[config.mk]
export PLATFORM = sky130hd
export DESIGN_NAME = byte_stream_tokenizer
export DESIGN_NICKNAME = d
export VERILOG_FILES = /design/src/design/bst_pkg.sv /design/src/design/bst_front.sv /design/src/design/bst_queue.sv /design/src/design/bst_back.sv /design/src/design/byte_stream_tokenizer.sv
export SDC_FILE = /design/constraint.sdc
export NUM_CORES = 1
export LEC_CHECK = 0
export BUFFER_PORTS_ARGS = -buffer_cell sky130_fd_sc_hd__clkbuf_2
export CAP_MARGIN = 15
export CORE_MARGIN = 8
export CORE_UTILIZATION = 35
export DETAILED_ROUTE_END_ITERATION = 10
export GPL_TIMING_DRIVEN = 1
export PLACE_DENSITY = 0.55
export SLEW_MARGIN = 30
export SYNTH_ARGS = -nofsm -noshare
export SYNTH_HDL_FRONTEND = slang
export SYNTH_SLANG_ARGS = --single-unit
[constraint.sdc]
create_clock -name clk -period 3.6 [get_ports clk]
set_input_delay 0.54 -clock clk [delete_from_list [all_inputs] [get_ports clk]]
set_output_delay 0.54 -clock clk [all_outputs]
set_load 0.1 [all_outputs]
[src/design/bst_pkg.sv]
// Shared types and constants for the byte stream tokenizer.
// Holds the token and record structs, the token kind codes and the queue sizing.
// No dependencies.
`default_nettype none

package bst_pkg;

    // width of the running byte offset counter (8 to 32)
    localparam int OffsetBits = 16;

    // widths of the output fields
    localparam int KindBits  = 4;
    localparam int StartBits = 16;
    localparam int LenBits   = 16;

    // saturation ceiling for token lengths
    localparam logic [LenBits-1:0] LenMax = {LenBits{1'b1}};

    // record queue sizing, depth kept a power of two so pointers wrap freely
    localparam int QueueDepth = 4;
    localparam int QAddrBits  = $clog2(QueueDepth);
    localparam int QCntBits   = $clog2(QueueDepth + 1);

    // token kind codes
    localparam logic [KindBits-1:0] KindIdent     = 4'd0;
    localparam logic [KindBits-1:0] KindNumber    = 4'd1;
    localparam logic [KindBits-1:0] KindArrow     = 4'd2;
    localparam logic [KindBits-1:0] KindMinus     = 4'd3;
    localparam logic [KindBits-1:0] KindColon     = 4'd4;
    localparam logic [KindBits-1:0] KindPlus      = 4'd5;
    localparam logic [KindBits-1:0] KindSemicolon = 4'd6;
    localparam logic [KindBits-1:0] KindLbrace    = 4'd7;
    localparam logic [KindBits-1:0] KindRbrace    = 4'd8;
    localparam logic [KindBits-1:0] KindEquals    = 4'd9;
    localparam logic [KindBits-1:0] KindStar      = 4'd10;
    localparam logic [KindBits-1:0] KindLess      = 4'd11;
    localparam logic [KindBits-1:0] KindGreater   = 4'd12;
    localparam logic [KindBits-1:0] KindQuote     = 4'd13;
    localparam logic [KindBits-1:0] KindEnd       = 4'd14;

    // one emitted token
    typedef struct packed {
        logic [KindBits-1:0]  kind;
        logic [StartBits-1:0] start;
        logic [LenBits-1:0]   len;
    } token_t;

    // all tokens caused by one byte: first always present, second optional
    typedef struct packed {
        token_t first;
        token_t second;
        logic   has_second;
    } rec_t;

    // queue handshake towards the front
    typedef struct packed {
        logic full;
    } q_status_t;

endpackage

`default_nettype wire

[src/design/bst_front.sv]
// Front end of the tokenizer: accepts bytes, runs the scanner and builds token records.
// Depends on bst_pkg.
`default_nettype none

module bst_front (
    input  wire logic              clk,
    input  wire logic              rst_n,
    input  wire logic              in_valid,
    output logic                   in_stall,
    input  wire logic [7:0]        char_code,
    input  wire bst_pkg::q_status_t q_status,
    output logic                   push,
    output bst_pkg::rec_t          push_rec
);

    typedef enum logic [1:0] {
        MODE_IDLE,
        MODE_IDENT,
        MODE_NUMBER,
        MODE_MINUS
    } mode_t;

    localparam logic [7:0] CharNul     = 8'h00;
    localparam logic [7:0] CharTab     = 8'h09;
    localparam logic [7:0] CharLf      = 8'h0A;
    localparam logic [7:0] CharCr      = 8'h0D;
    localparam logic [7:0] CharSpace   = 8'h20;
    localparam logic [7:0] CharQuote   = 8'h22;
    localparam logic [7:0] CharStar    = 8'h2A;
    localparam logic [7:0] CharPlus    = 8'h2B;
    localparam logic [7:0] CharMinus   = 8'h2D;
    localparam logic [7:0] CharZero    = 8'h30;
    localparam logic [7:0] CharNine    = 8'h39;
    localparam logic [7:0] CharColon   = 8'h3A;
    localparam logic [7:0] CharSemi    = 8'h3B;
    localparam logic [7:0] CharLess    = 8'h3C;
    localparam logic [7:0] CharEquals  = 8'h3D;
    localparam logic [7:0] CharGreater = 8'h3E;
    localparam logic [7:0] CharUpperA  = 8'h41;
    localparam logic [7:0] CharUpperZ  = 8'h5A;
    localparam logic [7:0] CharUnder   = 8'h5F;
    localparam logic [7:0] CharLowerA  = 8'h61;
    localparam logic [7:0] CharLowerZ  = 8'h7A;
    localparam logic [7:0] CharLbrace  = 8'h7B;
    localparam logic [7:0] CharRbrace  = 8'h7D;

    mode_t                            mode_reg, mode_next;
    logic [bst_pkg::OffsetBits-1:0]   begin_reg, begin_next;
    logic [bst_pkg::OffsetBits-1:0]   pos_reg, pos_next;
    logic [bst_pkg::LenBits-1:0]      run_reg, run_next;

    logic                             accept;
    logic                             is_letter, is_digit, is_space;
    logic                             is_symbol;
    logic [bst_pkg::KindBits-1:0]     sym_kind;
    logic [bst_pkg::LenBits-1:0]      run_inc;
    logic                             handled;
    logic                             tok_a_vld, tok_b_vld;
    bst_pkg::token_t                  tok_a, tok_b;

    assign in_stall = q_status.full;
    assign accept   = in_valid && !q_status.full;

    // byte classes
    assign is_letter = ((char_code >= CharLowerA) && (char_code <= CharLowerZ))
                    || ((char_code >= CharUpperA) && (char_code <= CharUpperZ))
                    || (char_code == CharUnder);
    assign is_digit  = (char_code >= CharZero) && (char_code <= CharNine);
    assign is_space  = (char_code == CharSpace) || (char_code == CharTab)
                    || (char_code == CharLf) || (char_code == CharCr);

    // saturating length increment
    assign run_inc = (run_reg == bst_pkg::LenMax) ? run_reg : run_reg + 1'b1;

    // single character symbol decoder
    always_comb
    begin
        is_symbol = 1'b1;
        sym_kind  = bst_pkg::KindEnd;
        unique case (char_code)
            CharColon:   sym_kind = bst_pkg::KindColon;
            CharPlus:    sym_kind = bst_pkg::KindPlus;
            CharSemi:    sym_kind = bst_pkg::KindSemicolon;
            CharLbrace:  sym_kind = bst_pkg::KindLbrace;
            CharRbrace:  sym_kind = bst_pkg::KindRbrace;
            CharEquals:  sym_kind = bst_pkg::KindEquals;
            CharStar:    sym_kind = bst_pkg::KindStar;
            CharLess:    sym_kind = bst_pkg::KindLess;
            CharGreater: sym_kind = bst_pkg::KindGreater;
            CharQuote:   sym_kind = bst_pkg::KindQuote;
            default:     is_symbol = 1'b0;
        endcase
    end

    // scanner: close a pending token, then handle the byte on its own
    always_comb
    begin
        mode_next  = mode_reg;
        begin_next = begin_reg;
        run_next   = run_reg;
        handled    = 1'b0;
        tok_a_vld  = 1'b0;
        tok_b_vld  = 1'b0;
        tok_a.kind  = bst_pkg::KindIdent;
        tok_a.start = bst_pkg::StartBits'(begin_reg);
        tok_a.len   = run_reg;
        tok_b.kind  = bst_pkg::KindEnd;
        tok_b.start = bst_pkg::StartBits'(pos_reg);
        tok_b.len   = bst_pkg::LenBits'(1);

        unique case (mode_reg)
            MODE_IDENT:
            begin
                if (is_letter || is_digit)
                begin
                    run_next = run_inc;
                    handled  = 1'b1;
                end
                else
                begin
                    tok_a_vld  = 1'b1;
                    tok_a.kind = bst_pkg::KindIdent;
                    mode_next  = MODE_IDLE;
                end
            end
            MODE_NUMBER:
            begin
                if (is_digit)
                begin
                    run_next = run_inc;
                    handled  = 1'b1;
                end
                else
                begin
                    tok_a_vld  = 1'b1;
                    tok_a.kind = bst_pkg::KindNumber;
                    mode_next  = MODE_IDLE;
                end
            end
            MODE_MINUS:
            begin
                mode_next = MODE_IDLE;
                tok_a_vld = 1'b1;
                if (char_code == CharGreater)
                begin
                    tok_a.kind = bst_pkg::KindArrow;
                    tok_a.len  = bst_pkg::LenBits'(2);
                    handled    = 1'b1;
                end
                else
                begin
                    tok_a.kind = bst_pkg::KindMinus;
                    tok_a.len  = bst_pkg::LenBits'(1);
                end
            end
            default:
            begin
            end
        endcase

        if (!handled)
        begin
            if (is_space)
            begin
            end
            else if (is_letter)
            begin
                mode_next  = MODE_IDENT;
                begin_next = pos_reg;
                run_next   = bst_pkg::LenBits'(1);
            end
            else if (is_digit)
            begin
                mode_next  = MODE_NUMBER;
                begin_next = pos_reg;
                run_next   = bst_pkg::LenBits'(1);
            end
            else if (char_code == CharMinus)
            begin
                mode_next  = MODE_MINUS;
                begin_next = pos_reg;
                run_next   = bst_pkg::LenBits'(1);
            end
            else
            begin
                tok_b_vld  = 1'b1;
                tok_b.kind = is_symbol ? sym_kind : bst_pkg::KindEnd;
            end
        end

        // end of input restarts the offset
        if (char_code == CharNul)
        begin
            mode_next  = MODE_IDLE;
            begin_next = '0;
            run_next   = '0;
            pos_next   = '0;
        end
        else
        begin
            pos_next = pos_reg + 1'b1;
        end
    end

    // record towards the queue
    always_comb
    begin
        push                = accept && (tok_a_vld || tok_b_vld);
        push_rec.first      = tok_a_vld ? tok_a : tok_b;
        push_rec.second     = tok_b;
        push_rec.has_second = tok_a_vld && tok_b_vld;
    end

    // scanner state
    always_ff @(posedge clk or negedge rst_n)
    begin
        if (!rst_n)
        begin
            mode_reg  <= MODE_IDLE;
            begin_reg <= '0;
            pos_reg   <= '0;
            run_reg   <= '0;
        end
        else if (accept)
        begin
            mode_reg  <= mode_next;
            begin_reg <= begin_next;
            pos_reg   <= pos_next;
            run_reg   <= run_next;
        end
    end

endmodule

`default_nettype wire

[src/design/bst_queue.sv]
// Short record queue between the tokenizer front and back ends.
// Depends on bst_pkg.
`default_nettype none

module bst_queue (
    input  wire logic               clk,
    input  wire logic               rst_n,
    input  wire logic               push,
    input  wire bst_pkg::rec_t      push_rec,
    output bst_pkg::q_status_t      q_status,
    input  wire logic               pop,
    output bst_pkg::rec_t           pop_rec,
    output logic                    empty
);

    bst_pkg::rec_t                  entry_reg [bst_pkg::QueueDepth];
    logic [bst_pkg::QAddrBits-1:0]  wr_ptr_reg, rd_ptr_reg;
    logic [bst_pkg::QCntBits-1:0]   count_reg, count_next;

    assign q_status.full = (count_reg == bst_pkg::QCntBits'(bst_pkg::QueueDepth));
    assign empty         = (count_reg == '0);
    assign pop_rec       = entry_reg[rd_ptr_reg];

    // occupancy
    always_comb
    begin
        case ({push, pop})
            2'b10:   count_next = count_reg + 1'b1;
            2'b01:   count_next = count_reg - 1'b1;
            default: count_next = count_reg;
        endcase
    end

    // pointers and count
    always_ff @(posedge clk or negedge rst_n)
    begin
        if (!rst_n)
        begin
            wr_ptr_reg <= '0;
            rd_ptr_reg <= '0;
            count_reg  <= '0;
        end
        else
        begin
            if (push)
                wr_ptr_reg <= wr_ptr_reg + 1'b1;
            if (pop)
                rd_ptr_reg <= rd_ptr_reg + 1'b1;
            count_reg <= count_next;
        end
    end

    // record storage
    always_ff @(posedge clk)
    begin
        if (push)
            entry_reg[wr_ptr_reg] <= push_rec;
    end

endmodule

`default_nettype wire

[src/design/bst_back.sv]
// Back end of the tokenizer: unpacks records into single tokens on the output register.
// Depends on bst_pkg.
`default_nettype none

module bst_back (
    input  wire logic                          clk,
    input  wire logic                          rst_n,
    input  wire bst_pkg::rec_t                 pop_rec,
    input  wire logic                          empty,
    output logic                               pop,
    output logic                               out_valid,
    input  wire logic                          out_stall,
    output logic [bst_pkg::KindBits-1:0]       token_kind,
    output logic [bst_pkg::StartBits-1:0]      start_offset,
    output logic [bst_pkg::LenBits-1:0]        token_length,
    output logic                               last_of_run
);

    logic            out_valid_reg;
    logic            pend_vld_reg;
    bst_pkg::token_t out_tok_reg;
    bst_pkg::token_t pend_tok_reg;
    logic            last_reg;
    logic            load_ok;

    // output register free to take the next token
    assign load_ok = !out_valid_reg || !out_stall;
    assign pop     = load_ok && !pend_vld_reg && !empty;

    assign out_valid    = out_valid_reg;
    assign token_kind   = out_tok_reg.kind;
    assign start_offset = out_tok_reg.start;
    assign token_length = out_tok_reg.len;
    assign last_of_run  = last_reg;

    // control: output valid and pending second token
    always_ff @(posedge clk or negedge rst_n)
    begin
        if (!rst_n)
        begin
            out_valid_reg <= 1'b0;
            pend_vld_reg  <= 1'b0;
        end
        else if (load_ok)
        begin
            if (pend_vld_reg)
            begin
                out_valid_reg <= 1'b1;
                pend_vld_reg  <= 1'b0;
            end
            else if (!empty)
            begin
                out_valid_reg <= 1'b1;
                pend_vld_reg  <= pop_rec.has_second;
            end
            else
            begin
                out_valid_reg <= 1'b0;
            end
        end
    end

    // payload
    always_ff @(posedge clk)
    begin
        if (load_ok)
        begin
            if (pend_vld_reg)
            begin
                out_tok_reg <= pend_tok_reg;
                last_reg    <= 1'b1;
            end
            else if (!empty)
            begin
                out_tok_reg  <= pop_rec.first;
                last_reg     <= !pop_rec.has_second;
                pend_tok_reg <= pop_rec.second;
            end
        end
    end

endmodule

`default_nettype wire

[src/design/byte_stream_tokenizer.sv]
// Top level of the byte stream tokenizer.
// Depends on bst_pkg, bst_front, bst_queue and bst_back.
//
// The tokenizer takes one source byte per cycle and emits tokens (kind, start
// offset, saturating length, last-of-run flag) one per cycle while out_stall is
// low. The scanner in the front end decides each byte combinationally, so a new
// byte is taken every cycle while the record queue (four records) has room; the
// queue fills only when the output side stalls or when bytes produce tokens
// faster than one per cycle. A byte yields at most two tokens, which leave in
// order. A token passes through the record queue and the output register after
// the byte that closes it. Whitespace, and bytes that extend an identifier or
// number, produce no token of their own. A zero byte flushes any pending token,
// emits an end token and restarts the offset at zero.
`default_nettype none

module byte_stream_tokenizer (
    input  wire logic                          clk,
    input  wire logic                          rst_n,
    input  wire logic                          in_valid,
    output logic                               in_stall,
    input  wire logic [7:0]                    char_code,
    output logic                               out_valid,
    input  wire logic                          out_stall,
    output logic [bst_pkg::KindBits-1:0]       token_kind,
    output logic [bst_pkg::StartBits-1:0]      start_offset,
    output logic [bst_pkg::LenBits-1:0]        token_length,
    output logic                               last_of_run
);

    bst_pkg::q_status_t q_status;
    logic               push;
    bst_pkg::rec_t      push_rec;
    logic               pop;
    bst_pkg::rec_t      pop_rec;
    logic               empty;

    // scanner
    bst_front u_front (
        .clk       (clk),
        .rst_n     (rst_n),
        .in_valid  (in_valid),
        .in_stall  (in_stall),
        .char_code (char_code),
        .q_status  (q_status),
        .push      (push),
        .push_rec  (push_rec)
    );

    // record queue
    bst_queue u_queue (
        .clk      (clk),
        .rst_n    (rst_n),
        .push     (push),
        .push_rec (push_rec),
        .q_status (q_status),
        .pop      (pop),
        .pop_rec  (pop_rec),
        .empty    (empty)
    );

    // token output
    bst_back u_back (
        .clk          (clk),
        .rst_n        (rst_n),
        .pop_rec      (pop_rec),
        .empty        (empty),
        .pop          (pop),
        .out_valid    (out_valid),
        .out_stall    (out_stall),
        .token_kind   (token_kind),
        .start_offset (start_offset),
        .token_length (token_length),
        .last_of_run  (last_of_run)
    );

endmodule

`default_nettype wire

==> results of run 1 <==
[area by class of cell]
cell class	instances	share of cell area, %
multi-input combinational	464	24.0
timing repair buffer	82	3.72
sequential	344	60.5
clock buffer	51	6.06
inverter	41	0.927
clock inverter	14	0.821
tap	532	4.01
[stage by stage]
stage / hold WS, ns / area, sq um / util, %
after floorplan: 0.244 / 14300 / -
after global placement: 0.500 / 15500 / 38.1
after detailed placement: 0.507 / 15500 / 38.1
after CTS: 0.0203 / 16600 / 41.0
after global routing: 0.0358 / 16600 / 41.0
final: 0.0248 / 16600 / 41.0
[routing by layer]
| metal | global-route usage, % | wire, microns |
|---|---|---|
| met3 | 2.16 | 1110 |
| met2 | 20.8 | 14200 |
| met1 | 17.5 | 14100 |
| met4 | 3.81 | 553 |
| met5 | 0 | 0 |
[power by group]
group	total [mW]	leakage, nW	switching [mW]	internal (mW)
combinational	4.79	1.85	3.27	1.52
clock	3.56	0.547	1.46	2.10
sequential	6.12	3.36	0.507	5.61
total	14.5	5.76	5.24	9.24
[synthesized netlist by cell type (all sizes together) (4+ instances only)]
cell	instances	share of area, %
nand2	65	1.7
a31oi	4	0.18
dfrtp	59	10
o21ai	45	1.6
o211ai	9	0.47
nor3b	4	0.21
mux4	57	9.0
mux2	22	1.8
inv	41	1.1
nor4	8	0.35
or3	9	0.39
and2	8	0.35
a221o	4	0.28
ha	11	0.96
mux2i	18	1.3
nor3	19	0.67
nand4	6	0.26
edfxtp	285	60
a21oi	24	0.84
and3	14	0.61
nor2	30	0.79
a21o	7	0.37
clkbuf	23	0.61
xnor2	10	0.61
buf	16	0.50
nor2b	19	0.83
nand3	17	0.60
[logic make-up (layout without fill, tap and decap cells)]
group / after synthesis / in the layout / synth area share [%]
DFF: 344 / 344 / 70.2
and+or+nand+nor: 218 / 218 / 7.96
AOI/OAI and AO/OA: 123 / 123 / 5.70
muxes: 97 / 97 / 12.0
buffers and inverters: 80 / 188 / 2.19
adders and majority gates: 13 / 13 / 1.17
xor gates and xnor gates: 13 / 13 / 0.796
[critical path: cells and delay by family (launching register included)]
kind / cells / cell delay, ns
AO/OA/AOI/OAI: 3 / 0.44
XOR/XNOR: 2 / 0.31
adder cells (fa/ha/maj): 3 / 1.04
buffers and inverters: 3 / 0.43
flip-flops: 1 / 0.40
AND/OR/NAND/NOR: 2 / 0.41
[how the worst max path moves through the flow]
stage	depth (start not counted)	slack, ns	to	from
floorplan	6	0.26	u_queue.entry_reg[0][0]	char_code[0]
global placement	13	0.34	u_queue.count_reg[2]	char_code[1]
detailed placement	9	0.33	u_queue.entry_reg[1][28]	char_code[1]
CTS	13	0.51	u_queue.count_reg[2]	u_front.mode_reg[0]
global route	13	0.30	u_queue.count_reg[2]	u_front.mode_reg[0]
finish	13	0.50	u_queue.count_reg[2]	u_front.mode_reg[0]
==> flow_metrics.py, run 1 <==
metrics = {
    "layout": {
        "multiInputGateArea_sq_mm": 0.00399,
        "n_antenna_cell": 0,
        "fillerInstances": 3675,
        "final_cell_mix": "edfxtp_1, nand2_1, mux4_2",
        "syn2layout_area_growth_pct": 16.2,
        "fin_cells": 1528,
        "largest_register_ffs": 228,
        "final_common_cell": "edfxtp_1",
        "register_area_sq_mm": 0.0100,
        "drive_above_1_share_pct": 23.3,
        "layout.nets": 993,
    },
    "pwr": {
        "pwr_density_cell_mw_per_mm2": 871,
        "vdd_drop_max_v": 0.000337,
        "leakage_nw": 5.76,
        "p_total_mw": 14.5,
    },
    "sta": {
        "hold_violations": 0,
        "fin_worst_skew_ns": 0.0187,
        "max_freq_mhz": 322,
        "timing.final.crit_period_ns": 3.10,
        "fin_crit_sh_pct": 86.2,
        "setup_ws_ns": 0.499,
        "tns_ns": 0,
        "rsz0062_at_grt": "no",
        "tightest_slew_ns": 0.798,
        "slew_headroom_pct": 46.3,
        "finalMaxSlewViolations": 0,
        "setup_viol": 0,
    },
    "clock_tree": {
        "cts_hold_buffers": 0,
        "cts_buffer_depth": 3,
        "cts_sinks": 344,
        "postCtsSetupBuffers": 0,
        "cts_max_level": 2,
        "cts_resized": 0,
        "root_buffer": "clkbuf_16",
        "cts_made_buffers": 36,
        "clkTransAtPathRegs_ns": 0.06,
        "insertion_delay_ns": 0.53,
        "cts_tree": "done",
    },
    "setup_path": {
        "worstRegToRegCells": 13,
        "crit_required_ns": 4.03,
        "reg2reg_from": "u_front.mode_reg[0]",
        "cp-end-kind": "flip-flop",
        "crit_fanout": 13,
        "cp_common_cell": "inv_1",
        "critical_path_class": "flip-flop to flip-flop",
        "regToRegSetupSlack_ns": 0.50,
        "cp_cell_sequence": "ha_1 -> inv_1 -> nor3_1 -> a211oi_2 -> o211ai_1 -> a21oi_1 -> inv_1 -> ha_1 -> inv_1 -> fa_1 -> xor2_1 -> nor2_1 -> xor2_1",
        "timing.rr.end": "u_queue.count_reg[2]",
        "critPathLaunchType": "flip-flop",
        "cp.arrival_ns": 3.54,
        "cpPeakStageDelay_ns": 0.49,
        "critPathSlowestCell": "ha_1",
    },
    "synth": {
        "synth_edf_count": 285,
        "ys_seq_elements": 344,
        "avgSynthCellArea_sq_um": 16.1,
        "synth.distinct_cells": 67,
        "ys_warn_count": 0,
        "synth_area_sq_mm": 0.0143,
        "synth_cells": 888,
        "async_reset_ff_share_pct": 17.2,
        "ys.flop_type": "edfxtp_1",
        "yosysSeqAreaShare_pct": 70.2,
        "syn-num-nets": 912,
    },
    "min_path": {
        "min_path_type": "input port to async pin",
    },
    "run": {
        "max_cap_violations": 0,
    },
    "die": {
        "core_area_sq_mm": 0.0406,
        "fp.dieW_microns": 218,
        "start_util_pct": 35.3,
        "die-height_microns": 218,
        "die-area_sq_mm": 0.0476,
        "ios": 51,
        "row_count": 74,
    },
    "grt": {
        "grt.overflow.total": 0,
        "grt_use_total_pct": 12.8,
        "grt_pass1_wl_microns": 47700,
        "grt_max_degree": 44,
        "grt_pass1_vias": 8154,
        "antenna_found_initial": 0,
    },
    "detailed_routing": {
        "drt-initial-drc-count": 541,
        "drt-total-wl_microns": 30000,
        "avgViaCountPerCell": 5.08,
        "ant_nets": 0,
        "drt-wirelength-per-cell_microns": 19.6,
        "vias": 7757,
        "drt_first_pass_iters": 5,
        "drc": 0,
    },
    "place": {
        "place_worst_setup_slack_ns": 0.326,
        "dpl.hpwl_microns": 19300,
        "gp_congestion": 0.853,
        "place_inst": 1463,
        "port_buffers": 50,
    },
    "run_status": {
        "status": "complete, no violations",
    },
}
Note: power is estimated with default switching activity, not from simulation.
==> run 2: changes to the inputs <==
CORE_UTILIZATION = 56   (was 35)
PLACE_DENSITY = 0.79   (was 0.55)
==> run 2 against run 1 <==
Setup slack lost 0.077 ns. First-iteration DRC count grew 42%. Power shrank 1.8%. Cell area shrank 2.4%. Utilization grew 24 points. Via count grew 3.8%. Worst hold slack gained 0.030 ns. Final cell count shrank 14%. Clock skew shrank 0.0044 ns. Count of clock-buffer cells in the layout shrank 11. Sequential share of layout area grew 1.5 points. Critical path type unchanged. Highest routed layer unchanged.
==> flow_metrics.py, run 2 (same netlist as run 1, synthesis figures left out) <==
metrics = {
    "sta": {
        "hold_violations": 0,
        "setup_ws_ns": 0.421,
        "rsz0062_at_grt": "no",
        "fin_crit_sh_pct": 88.3,
        "fin_worst_skew_ns": 0.0143,
        "timing.final.crit_period_ns": 3.18,
        "tightest_slew_ns": 0.969,
        "setup_viol": 0,
        "finalMaxSlewViolations": 0,
        "whs_ns": 0.0545,
        "tns_ns": 0,
        "max_freq_mhz": 315,
        "slew_headroom_pct": 35.3,
    },
    "setup_path": {
        "critPathSlowestCell": "ha_1",
        "cpPeakStageDelay_ns": 0.45,
        "cp-end-kind": "flip-flop",
        "crit_fanout": 13,
        "cp.arrival_ns": 3.59,
        "critPathLaunchType": "flip-flop",
        "critical_path.top_delay_family": "adder cells",
        "cp_cell_sequence": "ha_1 -> inv_1 -> nor3_1 -> a211oi_2 -> o211ai_1 -> a21oi_1 -> inv_1 -> ha_1 -> inv_1 -> fa_1 -> xor2_1 -> nor2_1 -> xor2_1",
        "critical_path_class": "flip-flop to flip-flop",
        "worstRegToRegCells": 13,
        "cp_common_cell": "inv_1",
        "crit_required_ns": 4.01,
        "regToRegSetupSlack_ns": 0.42,
        "timing.rr.end": "u_queue.count_reg[2]",
        "crit_buf_inv": 3,
        "reg2reg_from": "u_front.mode_reg[0]",
    },
    "clock_tree": {
        "cts_buffer_depth": 3,
        "root_buffer": "clkbuf_16",
        "cts_made_buffers": 34,
        "cts_tree": "done",
        "postCtsSetupBuffers": 0,
        "insertion_delay_ns": 0.50,
        "clkTransAtPathRegs_ns": 0.06,
        "cts_resized": 0,
        "cts_max_level": 2,
        "cts_sinks": 344,
        "cts_hold_buffers": 0,
    },
    "pwr": {
        "p_comb_share_pct": 33.5,
        "pwr_density_cell_mw_per_mm2": 876,
        "clkPwrFrac_pct": 23.3,
        "p_switching_mw": 5.17,
        "vdd_drop_max_v": 0.000750,
        "seq_power_share_pct": 43.2,
        "p_total_mw": 14.2,
        "p_int_mw": 9.04,
        "switching_share_pct": 36.4,
        "leakage_nw": 5.71,
    },
    "detailed_routing": {
        "drt_first_pass_iters": 5,
        "ant_nets": 0,
        "vias": 8052,
        "avgViaCountPerCell": 6.11,
        "drt-wirelength-per-cell_microns": 22.0,
        "drt-initial-drc-count": 770,
        "drt-total-wl_microns": 29000,
        "drc": 0,
    },
    "layout": {
        "n_antenna_cell": 0,
        "post-route-cell-area_sq_mm": 0.0162,
        "fillerInstances": 1728,
        "syn2layout_area_growth_pct": 13.4,
        "largest_register_ffs": 228,
        "final_cell_mix": "edfxtp_1, nand2_1, mux4_2, dfrtp_1, clkbuf_2",
        "final_common_cell": "edfxtp_1",
        "utilization_pct": 64.6,
        "fin_cells": 1318,
        "multiInputGateArea_sq_mm": 0.00399,
        "register_area_sq_mm": 0.0100,
        "layout.nets": 990,
        "drive_above_1_share_pct": 23.1,
    },
    "die": {
        "row_count": 58,
        "fp.dieW_microns": 176,
        "die-height_microns": 176,
        "die-area_sq_mm": 0.0309,
        "core_area_sq_mm": 0.0251,
        "start_util_pct": 56.9,
        "ios": 51,
    },
    "place": {
        "place_worst_setup_slack_ns": 0.206,
        "gp_congestion": 0.870,
        "place_inst": 1260,
        "dpl.hpwl_microns": 18000,
        "port_buffers": 50,
        "place_area_sq_mm": 0.0152,
    },
    "min_path": {
        "min_path_type": "input port to async pin",
    },
    "grt": {
        "grt_max_degree": 43,
        "grt_pass1_vias": 8284,
        "antenna_found_initial": 0,
        "grt.overflow.total": 0,
        "grt_pass1_wl_microns": 46000,
        "grt_use_total_pct": 19.0,
    },
    "run_status": {
        "status": "complete, no violations",
    },
    "run": {
        "max_cap_violations": 0,
    },
}
run 2: cell types whose count changed in the layout (fill, tap and decap cells not counted), sizes merged:
cell	before	now
clkinv	8	13
clkinvlp	3	2
buf	32	31
clkbuf	101	90
run 2: cell type report:
type	instances	share of cell area, %
clock buffer	40	5.52
sequential	344	61.9
multi-input combinational	464	24.6
clock inverter	18	0.880
tap	330	2.55
timing repair buffer	81	3.61
inverter	41	0.949
run 2: worst max path at each step:
stage                        start                      end  depth (start not counted)
4_1_cts        u_front.mode_reg[0]     u_queue.count_reg[2]                         13
2_1_floorplan         char_code[0]  u_queue.entry_reg[0][0]                          6
3_3_place_gp          char_code[1]     u_queue.count_reg[2]                         13
6_report       u_front.mode_reg[0]     u_queue.count_reg[2]                         13
3_5_place_dp          char_code[1]     u_queue.count_reg[2]                         13
5_1_grt        u_front.mode_reg[0]     u_queue.count_reg[2]                         13
run 2: metal layers:
layer  global-route usage [%]  share of wire [%]
met1                     24.8                 42
met2                     32.5                 50
met3                     3.01                5.8
met4                     5.72                2.1
met5                        0                  0
run 2: power by group through the flow:
stage | registers, mW | clock network, mW | logic (mW)
2_1_floorplan | 7.44 | 0 | 2.28
3_3_place_gp | 6.13 | 0 | 4.69
3_5_place_dp | 6.20 | 0 | 4.77
4_1_cts | 6.14 | 3.37 | 4.81
5_1_grt | 6.23 | 3.52 | 5.05
6_report | 6.13 | 3.31 | 4.76
run 2: worst reg2reg max path, cell delays in order (launching register included):
cell      delay [ns]
dfrtp_1         0.40
ha_1            0.45
inv_1           0.28
nor3_1          0.32
a211oi_2        0.09
o211ai_1        0.24
a21oi_1         0.14
inv_1           0.09
ha_1            0.21
inv_1           0.07
fa_1            0.38
xor2_1          0.15
nor2_1          0.11
xor2_1          0.16
==> run 3: changes to the inputs <==
CORE_UTILIZATION = 50   (was 56)
PLACE_DENSITY = 0.72   (was 0.79)
==> run 3 against run 2 <==
Count of clock-buffer cells in the layout up 2. Global-route usage down 2.1 points. Critical path depth up 1. Clock skew up 0.0022 ns. Largest cell class unchanged. Largest power group unchanged. Highest routed layer unchanged.
==> flow_metrics.py, run 3 (same netlist as run 1, synthesis figures left out) <==
metrics = {
    "layout": {
        "final_common_cell": "edfxtp_1",
        "layout.nets": 990,
        "largest_register_ffs": 228,
        "register_area_sq_mm": 0.0100,
        "syn2layout_area_growth_pct": 14.6,
        "n_antenna_cell": 0,
        "drive_above_1_share_pct": 23.6,
        "fillerInstances": 2125,
        "final_cell_mix": "edfxtp_1, nand2_1, mux4_2",
        "multiInputGateArea_sq_mm": 0.00399,
    },
    "setup_path": {
        "crit_required_ns": 4.03,
        "critPathSlowestCell": "dfrtp_1",
        "critPathLaunchType": "flip-flop",
        "cp_cell_sequence": "ha_1 -> buf_4 -> inv_1 -> nor3_1 -> a211oi_2 -> o211ai_1 -> a21oi_1 -> inv_1 -> ha_1 -> inv_1 -> fa_1 -> xor2_1 -> nor2_1 -> xor2_1",
        "crit_fanout": 13,
        "critical_path_class": "flip-flop to flip-flop",
        "reg2reg_from": "u_front.mode_reg[0]",
        "cp_common_cell": "inv_1",
        "cpPeakStageDelay_ns": 0.40,
        "cp.arrival_ns": 3.33,
        "timing.rr.end": "u_queue.count_reg[2]",
        "worstRegToRegCells": 14,
        "regToRegSetupSlack_ns": 0.70,
        "critPathLaunch": "u_front.mode_reg[0]",
        "critPathCapture": "u_queue.count_reg[2]",
        "cp-end-kind": "flip-flop",
    },
    "die": {
        "die-height_microns": 185,
        "core_area_sq_mm": 0.0284,
        "ios": 51,
        "start_util_pct": 50.4,
        "row_count": 62,
        "fp.dieW_microns": 185,
        "die-area_sq_mm": 0.0343,
    },
    "clock_tree": {
        "insertion_delay_ns": 0.51,
        "cts_tree": "done",
        "cts_max_level": 2,
        "cts_sinks": 344,
        "cts_made_buffers": 34,
        "root_buffer": "clkbuf_16",
        "postCtsSetupBuffers": 0,
        "cts_buffer_depth": 3,
        "cts_resized": 0,
        "cts_hold_buffers": 0,
        "clkTransAtPathRegs_ns": 0.06,
    },
    "detailed_routing": {
        "drt-initial-drc-count": 662,
        "drc": 0,
        "avgViaCountPerCell": 5.73,
        "drt_first_pass_iters": 7,
        "vias": 7886,
        "drt-wirelength-per-cell_microns": 20.5,
        "drt-total-wl_microns": 28300,
        "ant_nets": 0,
    },
    "grt": {
        "grt_pass1_wl_microns": 44600,
        "grt_use_total_pct": 16.9,
        "grt_pass1_vias": 7874,
        "antenna_found_initial": 0,
        "grt.overflow.total": 0,
        "grt_max_degree": 43,
    },
    "pwr": {
        "seq_power_share_pct": 42.6,
        "p_int_mw": 9.27,
        "p_comb_share_pct": 32.3,
        "p_switching_mw": 5.17,
        "leakage_nw": 5.76,
        "clkPwrFrac_pct": 25.1,
        "pwr_density_cell_mw_per_mm2": 881,
        "switching_share_pct": 35.8,
        "vdd_drop_max_v": 0.000471,
    },
    "sta": {
        "setup_viol": 0,
        "finalMaxSlewViolations": 0,
        "fin_crit_sh_pct": 80.5,
        "hold_violations": 0,
        "tightest_slew_ns": 0.759,
        "slew_headroom_pct": 48.9,
        "whs_ns": 0.0831,
        "fin_worst_skew_ns": 0.0165,
        "max_freq_mhz": 345,
        "rsz0062_at_grt": "no",
        "tns_ns": 0,
        "timing.final.crit_period_ns": 2.90,
    },
    "run": {
        "max_cap_violations": 0,
    },
    "place": {
        "port_buffers": 50,
        "dpl.hpwl_microns": 17700,
        "gp_congestion": 0.872,
    },
    "min_path": {
        "min_path_type": "input port to async pin",
    },
    "run_status": {
        "status": "complete, no violations",
    },
}
==> run 3: changes by cell type in the layout (fill, tap and decap cells not counted), sizes merged <==
cell / delta
bufinv: +3
clkbuf: +2
clkinv: -1
clkinvlp: -1
inv: +1
==> run 3: worst min path at each step <==
stage                        start                       end
2_1_floorplan                rst_n          u_back.out_valid
3_3_place_gp   u_front.pos_reg[15]  u_queue.entry_reg[2][16]
3_5_place_dp   u_front.pos_reg[15]  u_queue.entry_reg[3][16]
4_1_cts                      rst_n      u_queue.count_reg[0]
5_1_grt                      rst_n      u_queue.count_reg[0]
6_report                     rst_n       u_front.run_reg[13]
==> run 3: final cells by class <==
type,count,share of cell area [%]
multi-input cells,464,24.3
inverters,41,0.939
flip-flops and latches,344,61.3
clock inverters,20,1.47
clock buffers,42,5.56
well taps,384,2.93
repair buffers,81,3.48
==> run 3: per-layer routing <==
layer	part of all wire [%]	global-route usage (%)	vias to the layer above
li1	-	-	3602
met1	44	23.4	3982
met2	49	27.8	264
met3	5.7	2.63	38
met4	1.6	4.35	0
met5	0	0	-
==> run 3: stage by stage <==
step	cell area (sq um)	util [%]	total power, mW	std cells	setup slack, ns
global placement	15200	53.7	10.9	1314	0.337
floorplan	14300	-	9.71	888	0.259
finish	16400	57.7	14.4	1376	0.701
CTS	16400	57.7	14.6	1376	0.718
detailed placement	15200	53.7	11.0	1314	0.272
global route	16400	57.7	15.1	1376	0.396
==> run 3: power groups by stage <==
| stage | clock network (mW) | logic, mW | registers (mW) |
|---|---|---|---|
| 2_1_floorplan | 0 | 2.28 | 7.44 |
| 3_5_place_dp | 0 | 4.73 | 6.23 |
| 3_3_place_gp | 0 | 4.66 | 6.19 |
| 6_report | 3.62 | 4.67 | 6.15 |
| 4_1_cts | 3.69 | 4.75 | 6.17 |
| 5_1_grt | 3.84 | 4.98 | 6.26 |
==> run 3: worst max-delay path: cells and delay by family, from the launching register on <==
kind	cells	cell delay [ns]
buf+inv	4	0.55
fa+ha+maj	3	0.72
compound gates	3	0.49
xor+xnor	2	0.29
simple gates	2	0.39
flops	1	0.40
